## src/rtl/core/pctr_pkg.sv

```systemverilog
`default_nettype none

package pctr_pkg;

    // Width of the tick counter, which advances only on OP_TICK requests (32 to 64)
    localparam int CountWidth = 64;

    localparam logic [63:0] Low32Mask = 64'h0000_0000_ffff_ffff;

    typedef enum logic [2:0] {
        OP_TICK       = 3'd0,
        OP_READ_CTL   = 3'd1,
        OP_WRITE_CTL  = 3'd2,
        OP_READ_TVAL  = 3'd3,
        OP_WRITE_TVAL = 3'd4,
        OP_READ_CVAL  = 3'd5,
        OP_WRITE_CVAL = 3'd6,
        OP_UNUSED     = 3'd7
    } opcode_t;

    typedef struct packed {
        logic [2:0]  opcode;
        logic        user_mode;
        logic [63:0] write_data;
    } req_t;

    typedef struct packed {
        logic [63:0] read_data;
        logic        access_ok;
        logic        irq_level;
    } result_t;

endpackage

`default_nettype wire

```

## src/rtl/core/physical_compare_timer_registers_unit.sv

```systemverilog
// Flow: a request accepted into the input register is held there until the result
// register is free, then passes through the core into it and waits on m_* for m_ready.
// Throughput: one request per cycle while m_ready takes each result; a register stage in
// front of the state update and a result register behind it, both advancing together.
// Reset (aresetn low, synchronous): counter, compare value, enable, mask,
// pending and user access enable cleared; both pipeline stages emptied.
`default_nettype none

module physical_compare_timer_registers_unit (
    input  wire logic        aclk,
    input  wire logic        aresetn,
    input  wire logic        cfg_valid,
    output logic             cfg_ready,
    input  wire logic        cfg_wdata,
    input  wire logic        s_valid,
    output logic             s_ready,
    input  wire logic [2:0]  s_opcode,
    input  wire logic        s_user_mode,
    input  wire logic [63:0] s_write_data,
    output logic             m_valid,
    input  wire logic        m_ready,
    output logic [63:0]      m_read_data,
    output logic             m_access_ok,
    output logic             m_irq_level
);

    logic              uae_reg;
    logic              in_valid_reg;
    pctr_pkg::req_t    in_req_reg;
    logic              out_valid_reg;
    pctr_pkg::result_t out_res_reg;
    pctr_pkg::result_t core_res;
    logic              advance;

    assign cfg_ready = 1'b1;
    assign advance   = in_valid_reg && (!out_valid_reg || m_ready);
    assign s_ready   = !in_valid_reg || advance;

    always_ff @(posedge aclk) begin
        if (!aresetn) begin
            uae_reg <= 1'b0;
        end else if (cfg_valid) begin
            uae_reg <= cfg_wdata;
        end
    end

    always_ff @(posedge aclk) begin
        if (!aresetn) begin
            in_valid_reg <= 1'b0;
        end else if (s_ready) begin
            in_valid_reg <= s_valid;
        end
    end

    always_ff @(posedge aclk) begin
        if (s_valid && s_ready) begin
            in_req_reg <= '{opcode: s_opcode, user_mode: s_user_mode,
                            write_data: s_write_data};
        end
    end

    pctr_core u_core (
        .aclk               (aclk),
        .aresetn            (aresetn),
        .advance            (advance),
        .req                (in_req_reg),
        .user_access_enable (uae_reg),
        .result             (core_res)
    );

    always_ff @(posedge aclk) begin
        if (!aresetn) begin
            out_valid_reg <= 1'b0;
        end else if (advance) begin
            out_valid_reg <= 1'b1;
        end else if (m_ready) begin
            out_valid_reg <= 1'b0;
        end
    end

    always_ff @(posedge aclk) begin
        if (advance) begin
            out_res_reg <= core_res;
        end
    end

    assign m_valid     = out_valid_reg;
    assign m_read_data = out_res_reg.read_data;
    assign m_access_ok = out_res_reg.access_ok;
    assign m_irq_level = out_res_reg.irq_level;

endmodule

`default_nettype wire

```

## src/rtl/core/pctr_core.sv

```systemverilog
`default_nettype none

module pctr_core (
    input  wire logic             aclk,
    input  wire logic             aresetn,
    input  wire logic             advance,
    input  wire pctr_pkg::req_t   req,
    input  wire logic             user_access_enable,
    output pctr_pkg::result_t     result
);

    logic [pctr_pkg::CountWidth-1:0] tick_count_reg, tick_count_next;
    // always holds tick_count + 1, so the tick compare needs no adder in front
    logic [pctr_pkg::CountWidth-1:0] count_inc_reg, count_inc_next;
    logic [63:0] compare_value_reg, compare_value_next;
    logic        timer_enable_reg, timer_enable_next;
    logic        irq_mask_reg, irq_mask_next;
    logic        pending_reg, pending_next;

    logic [63:0]        count_ext;
    logic [63:0]        count_inc_ext;
    logic [31:0]        tval_diff;
    logic               refused;
    pctr_pkg::opcode_t  op;

    assign op            = pctr_pkg::opcode_t'(req.opcode);
    assign count_ext     = 64'(tick_count_reg);
    assign count_inc_ext = 64'(count_inc_reg);
    assign tval_diff     = compare_value_reg[31:0] - count_ext[31:0];

    always_comb begin
        tick_count_next    = tick_count_reg;
        count_inc_next     = count_inc_reg;
        compare_value_next = compare_value_reg;
        timer_enable_next  = timer_enable_reg;
        irq_mask_next      = irq_mask_reg;
        pending_next       = pending_reg;
        result.read_data   = '0;
        result.access_ok   = 1'b1;

        refused = req.user_mode && !user_access_enable &&
                  (req.opcode != pctr_pkg::OP_TICK) && (req.opcode != pctr_pkg::OP_UNUSED);

        if (refused) begin
            result.access_ok = 1'b0;
        end else begin
            case (op)
                pctr_pkg::OP_TICK: begin
                    tick_count_next = count_inc_reg;
                    count_inc_next  = count_inc_reg + 1'b1;
                    if (timer_enable_reg && (count_inc_ext >= compare_value_reg)) begin
                        pending_next = 1'b1;
                    end
                end
                pctr_pkg::OP_READ_CTL: begin
                    result.read_data = {61'd0, pending_reg, irq_mask_reg, timer_enable_reg};
                end
                pctr_pkg::OP_WRITE_CTL: begin
                    timer_enable_next = req.write_data[0];
                    irq_mask_next     = req.write_data[1];
                    if (!req.write_data[0]) begin
                        pending_next = 1'b0;
                    end
                end
                pctr_pkg::OP_READ_TVAL: begin
                    result.read_data = 64'(tval_diff) & pctr_pkg::Low32Mask;
                end
                pctr_pkg::OP_WRITE_TVAL: begin
                    compare_value_next = count_ext +
                        {{32{req.write_data[31]}}, req.write_data[31:0]};
                    if (timer_enable_reg) begin
                        pending_next = 1'b0;
                    end
                end
                pctr_pkg::OP_READ_CVAL: begin
                    result.read_data = compare_value_reg;
                end
                pctr_pkg::OP_WRITE_CVAL: begin
                    compare_value_next = req.write_data;
                    if (timer_enable_reg) begin
                        pending_next = 1'b0;
                    end
                end
                default: begin
                end
            endcase
        end

        result.irq_level = timer_enable_next && pending_next && !irq_mask_next;
    end

    always_ff @(posedge aclk) begin
        if (!aresetn) begin
            tick_count_reg    <= '0;
            count_inc_reg     <= pctr_pkg::CountWidth'(1);
            compare_value_reg <= '0;
            timer_enable_reg  <= 1'b0;
            irq_mask_reg      <= 1'b0;
            pending_reg       <= 1'b0;
        end else if (advance) begin
            tick_count_reg    <= tick_count_next;
            count_inc_reg     <= count_inc_next;
            compare_value_reg <= compare_value_next;
            timer_enable_reg  <= timer_enable_next;
            irq_mask_reg      <= irq_mask_next;
            pending_reg       <= pending_next;
        end
    end

    // pending can only live while the timer is enabled
    a_pending_needs_enable: assert property (@(posedge aclk) disable iff (!aresetn)
        pending_reg |-> timer_enable_reg)
        else $error("pending set while timer disabled");

    a_inc_tracks_count: assert property (@(posedge aclk) disable iff (!aresetn)
        count_inc_reg == pctr_pkg::CountWidth'(tick_count_reg + 1'b1))
        else $error("increment shadow out of step with counter");

    a_refused_no_change: assert property (@(posedge aclk) disable iff (!aresetn)
        advance && refused |=> $stable(compare_value_reg) && $stable(timer_enable_reg)
            && $stable(irq_mask_reg) && $stable(pending_reg) && $stable(tick_count_reg))
        else $error("refused request changed state");

    a_count_only_on_tick: assert property (@(posedge aclk) disable iff (!aresetn)
        advance && (req.opcode != pctr_pkg::OP_TICK) |=> $stable(tick_count_reg))
        else $error("counter moved on a register request");

endmodule

`default_nettype wire

```

## config.mk

```make
export PLATFORM = sky130hd
export DESIGN_NAME = physical_compare_timer_registers_unit
export DESIGN_NICKNAME = d
export VERILOG_FILES = /design/src/rtl/core/pctr_pkg.sv /design/src/rtl/core/physical_compare_timer_registers_unit.sv /design/src/rtl/core/pctr_core.sv
export SDC_FILE = /design/constraint.sdc
export NUM_CORES = 1
export LEC_CHECK = 0
export BUFFER_PORTS_ARGS = -buffer_cell sky130_fd_sc_hd__buf_2
export CAP_MARGIN = 20
export CELL_PAD_IN_SITES_DETAIL_PLACEMENT = 1
export CELL_PAD_IN_SITES_GLOBAL_PLACEMENT = 2
export CORE_ASPECT_RATIO = 1.5
export CORE_MARGIN = 8
export CORE_UTILIZATION = 41
export DETAILED_ROUTE_END_ITERATION = 16
export GPL_ROUTABILITY_DRIVEN = 0
export PLACE_DENSITY_LB_ADDON = 0.1
export SYNTH_ARGS = -nofsm -noshare
export SYNTH_HDL_FRONTEND = slang
export SYNTH_SLANG_ARGS = --single-unit
```

## constraint.sdc

```tcl
create_clock -name aclk -period 9.5 [get_ports aclk]
set_input_delay 1.9 -clock aclk [delete_from_list [all_inputs] [get_ports aclk]]
set_output_delay 1.9 -clock aclk [all_outputs]
set_load 0.005 [all_outputs]
```

# After elaboration in Yosys (flattened, before gate mapping)
# Cells that the tools add are included.
[classes] addsub=3 multipliers=0 div=0 n_lt_le_gt_ge=1 n_eq_ne=7 n_shift=0 muxes=14 bitwise_logic=1 n_reduce_logical=21
[ops] op="$pmux W64 S3" count=1
[ops] op="$pmux W64 S2" count=1
[ops] op="$add A64 B1 Y64 const B" count=1
[ops] op="$add A64 B64 Y64" count=1
[ops] op="$ge A64 B64 Y1" count=1
[ops] op="$sub A32 B32 Y32" count=1
[ops] op="$mux W1" count=11
[ops] op="$eq A3 B3 Y1 const B" count=3
[ops] op="$logic_and A1 B1 Y1" count=8
[ops] op="$eq A3 B2 Y1 const B" count=2
[ops] op="$reduce_and A3 Y1" count=2
[ops] op="$logic_not A1 Y1" count=4
[ops] op="$reduce_bool A2 Y1" count=2
[ops] op="$eq A3 B1 Y1 const B" count=1
[ops] op="$logic_not A3 Y1" count=1
[ops] op="$ne A3 B3 Y1 const B" count=1
[ops] op="$pmux W1 S3" count=1
[ops] op="$reduce_bool A3 Y1" count=1
[ops] op="$logic_or A1 B1 Y1" count=2
[ops] op="$reduce_or A2 Y1" count=1
[ops] op="$not A1 Y1" count=1
[totals] regBits=332 latch_bits=0 ramBits=0 rom_bits=0 out_inout_bits=69 wordCells=62 n_memories=0

# Depth between registers and ports, before layout
[logic_depth] word_depth=7 depth_mapped=15

# Hierarchy
# A second synthesis with hierarchy kept.
[hier_totals] cells_unflattened=2219 area_unflattened_um2=19886.6
[by_module_without_submodules] mod="pctr_core" instances=1 cells_per_inst=2071 area_per_inst_um2=15711.3 seq_area_each_um2=3903.7
[by_module_without_submodules] mod="physical_compare_timer_registers_unit" instances=1 cells_per_inst=148 area_per_inst_um2=4175.3 seq_area_each_um2=4083.9

# Worst setup path before layout
# Ideal clock, no wire load.
[synth_path] path_kind="input port to flip-flop" startpoint="input port m_ready" endpoint="register u_core.compare_value_reg[3]" setup_ns=0.128 arrival_time_ns=4.545 t_required_ns=9.372 slack_ns=4.827 stages=9 path_buffers=2 path_cell_list="nand2b_1 nand2_1 inv_1 and3_1 clkbuf_1 buf_1 o211ai_1 o21ai_0 nor2_1"
[synth_via] elab_chain_len=3
[synth_rtl] item="start, declared" line_no="physical_compare_timer_registers_unit.sv:21" text="input wire logic m_ready,"
[synth_rtl] item="$logic_or A1 B1 Y1" line_no="physical_compare_timer_registers_unit.sv:36" text="assign advance = in_valid_reg && (!out_valid_reg || m_ready);"
[synth_rtl] item="$logic_and A1 B1 Y1" line_no="physical_compare_timer_registers_unit.sv:36"
[synth_rtl] item="named net advance" line_no="physical_compare_timer_registers_unit.sv:33" text="logic advance;"
[synth_rtl] item="$reduce_and A3 Y1 (no source line)"
[synth_rtl] item="end signal, assigned" line_no="pctr_core.sv:103" text="compare_value_reg <= compare_value_next;"
[synth_rtl] item="end, declared" line_no="pctr_core.sv:15" text="logic [63:0] compare_value_reg, compare_value_next;"
# The timed path passes the listed nets, and every way through them passes these cells.
# A chain may end at the register's enable or synchronous reset.

# Worst setup path in the final report
[layout_path] startpoint="input port m_ready" endpoint="register u_core.count_inc_reg, in the netlist u_core.count_inc_ext[48]"
[layout_via] elab_chain_len=3
[layout_rtl] item="$logic_or A1 B1 Y1" line_no="physical_compare_timer_registers_unit.sv:36"
[layout_rtl] item="$logic_and A1 B1 Y1" line_no="physical_compare_timer_registers_unit.sv:36"
[layout_rtl] item="$reduce_and A3 Y1 (no source line)"
[layout_rtl] item="end signal, assigned" line_no="pctr_core.sv:95" text="count_inc_reg <= pctr_pkg::CountWidth'(1);"
[layout_rtl] item="end signal, assigned" line_no="pctr_core.sv:102" text="count_inc_reg <= count_inc_next;"
[layout_rtl] item="end, declared" line_no="pctr_core.sv:14" text="logic [pctr_pkg::CountWidth-1:0] count_inc_reg, count_inc_next;"
# No other way between the ends.

==> out/results.tsv <==
stage	metric	value	unit
routing	drt_wl_total	62930	µm
logic_synthesis	synthSimpleGateAreaFrac	17.84	%
logic_synthesis	synth_compound_area_share	20.06	%
global_routing	overflow	0	
clock_tree	holdBufCountCts	0	
power	power.share.clock	44.6	%
routing	vias	16550	
sta	finalCriticalPeriod	4.520	ns
die	ioPinCount	143	
logic_synthesis	avgSynthCellArea	8.874	µm²
routing	ant_nets	0	
clock_tree	tritoncts	yes	
clock_tree	ctsHtreeMaxLevel	2	
global_routing	grt_start_max_net_pins	125	
logic_synthesis	synth.top_cell.area_share	20.46	%
sta	setup_ws	4.980	ns
routing	drtIter0Drc	655	
logic_synthesis	syn_nets	2451	
power	swShare	24.87	%
worst_setup_path	rrSetupSlack	5.18	ns
logic_synthesis	yosysWarnings	0	
worst_setup_path	critPathMaxFanout	70	
logic_synthesis	synth_xor_xnor_area_share	5.834	%
worst_setup_path	critical_path_class	input port to flop	
outcome	outcome	complete, no violations	
sta	slew_violations	0	
sta	worst_pin_slew	1.054	ns
clock_tree	clockBufferDepth	3	
layout	num_antenna_cells	0	
power	p_comb_share	9.6	%
global_routing	grt_util_all_layers	22.41	%
routing	drt-vias-per-instance	5.633	
logic_synthesis	ys_seq_elements	332	
min_path	hold_path.class	flop to flop	
power	seq_power_share	45.7	%
routing	wire_per_inst	21.43	µm
logic_synthesis	yosys.cell_types.count	91	
sta	rsz0062_at_grt	no	
worst_setup_path	crit_start	m_ready	
min_path	min_from	u_core.count_ext[46]	
sta	fin_crit_sh	47.58	%
sta	hold_violations	0	
die	dieWidth	194.8	µm
logic_synthesis	synth_top_area_cell	edfxtp_1	
worst_setup_path	cp_data_required_time	9.94	ns
power	p_int	2532	µW
logic_synthesis	synth_edf_count	134	
clock_tree	clock-sinks	332	
sta	slew_headroom	27.93	%
sta	setup_violations	0	
global_routing	antenna_found_initial	0	
logic_synthesis	muxShareOfSynthArea	0.4072	%
placed_design	dp_hpwl	47120	µm
logic_synthesis	synth_area_leaders	edfxtp_1, dfxtp_1, ha_1	
die	core	47580	µm²
die	die_area	55370	µm²
clock_tree	numCtsBuffers	37	
die	start_util	41.33	%
job	drv_cap	0	
power	switchingPower	838.2	µW
logic_synthesis	seq_area_frac_synth	40.62	%
placed_design	io_buffers	141	
sta	skew	0.02041	ns
power	p_per_area	152.5	nW/µm²
logic_synthesis	async_flop_share	0	%
sta	max_freq	0.2212	GHz
layout	area_growth	12.37	%
die	num_rows	98	
routing	drcViolationCount	0	
layout	drive_gt1_share	11.13	%
global_routing	grt_pass1_vias	17730	
clock_tree	cts_setup_buffers	0	
logic_synthesis	synth_fa_ha_area_share	10.32	%
worst_setup_path	endpoint_kind	flop	
clock_tree	worstSkewPairLatency	0.54	ns
logic_synthesis	netlist_area	19670	µm²
layout	nets	2543	
placed_design	post-place-ws	4.375	ns
power	cellLeakagePower	0.008897	µW
worst_setup_path	worstPathArrival	4.96	ns
power	max-vdd-ir-drop	0.1327	mV
routing	drt-pass1-iter-count	5	
layout	largest_register_ffs	68	
logic_synthesis	synth_top_family_by_area	compound AO/OA/AOI/OAI gates	
logic_synthesis	synth_common_cells	nand2_1, a21oi_1, dfxtp_1, nor2_1, ha_1	
logic_synthesis	post-synth-top-count-cell	nand2_1	
logic_synthesis	synth_flop_cell	dfxtp_1	
clock_tree	clock-root-buffer	clkbuf_16	
global_routing	grt_pass1_wl	100300	µm
clock_tree	ctsResizeCount	0	
clock_tree	cts.clk_slew.worst_paths	0.06	ns
logic_synthesis	syn_inst	2216	
die	die_y	284.2	µm
sta	setup_tns	0	ns
worst_setup_path	setup.worst_path.start_class	input port	
worst_setup_path	rr_startpoint	in_req_reg[0]	
final timing paths:
check,to,cells past startpoint
worst max register to register,u_core.compare_value_reg[62],14
worst max-delay path,u_core.count_inc_ext[48],12
worst min register to register,u_core.count_ext[46],2
worst min-delay path,u_core.count_ext[46],2
layout make-up:
cell class	count	area (µm²)
fillers	5622	25480
multi-input cells	1646	10750
inverters	131	498.0
clock inverters	17	160.2
well taps	600	750.7
flip-flops and latches	332	7988
repair buffers	160	852.1
clock buffers	51	1104
cells by family (layout without fill, tap and decap cells):
kind of cell | after synthesis | count (layout)
flops | 332 | 332
other cells | 1 | 1
simple gates | 746 | 746
fa+ha+maj | 161 | 161
xor+xnor | 131 | 131
compound gates | 599 | 599
mux | 8 | 8
buf+inv | 238 | 359
power groups by stage:
| stage | clock network (µW) | logic (µW) | registers (µW) |
|---|---|---|---|
| 6_report | 1500 | 325 | 1540 |
| 4_1_cts | 1550 | 330 | 1540 |
| 3_3_place_gp | 0 | 319 | 1570 |
| 5_1_grt | 1600 | 360 | 1540 |
| 3_5_place_dp | 0 | 328 | 1570 |
| 2_1_floorplan | 0 | 216 | 1570 |
cells in the final DEF, fill, tap and decap left out, types with 8 or more instances in the layout:
cell type and count:
o21a_1 9, nand3_1 54, a211oi_1 59, o211ai_1 13
clkbuf_16 41, mux2i_1 8, dfxtp_1 198, nand4_1 49
o21bai_1 20, or3_1 20, a31oi_1 13, clkinv_2 8
and2_1 19, xor2_1 70, buf_4 18, edfxtp_1 134
nor3_1 58, a21o_1 81, a221oi_1 10, and3_1 26
ha_1 159, nand2b_1 21, inv_1 128, a21oi_1 217
a22oi_1 16, o21ai_0 85, nor2_1 167, nor2b_1 20
nand2_1 270, xnor2_1 61, buf_2 141
per-stage QoR:
stage                     cell area (µm²)  std cells  utilization (%)  total power [µW]  hold slack (ns)
after global placement              20820       2868            43.77              1892           0.4481
after floorplan                     19670       2216                -              1783           0.4400
after CTS                           22100       2937            46.45              3418           0.4673
final                               22100       2937            46.45              3370           0.4656
after global routing                22100       2937            46.45              3500           0.4848
after detailed placement            20830       2869            43.79              1901           0.4586
worst max-delay path: stages:
cell and delay (ns):
buf_2 0.09, nand2b_1 0.11, and3_2 0.17, buf_4 0.62, nand2_2 0.23, nor3_1 0.37, and3_1 0.31, nand2_1 0.20
nor3_1 0.44, nand4_1 0.19, xnor2_1 0.15, and2_1 0.15
metal layers:
metal / track usage, % / part of all wire (%) / up-vias
li1: - / - / 8102
met1: 25.68 / 42 / 8140
met2: 42.70 / 53 / 219
met3: 2.756 / 2.7 / 84
met4: 6.477 / 2.6 / 0
met5: 0 / 0 / -
Note: power is estimated with default switching activity, not from simulation.
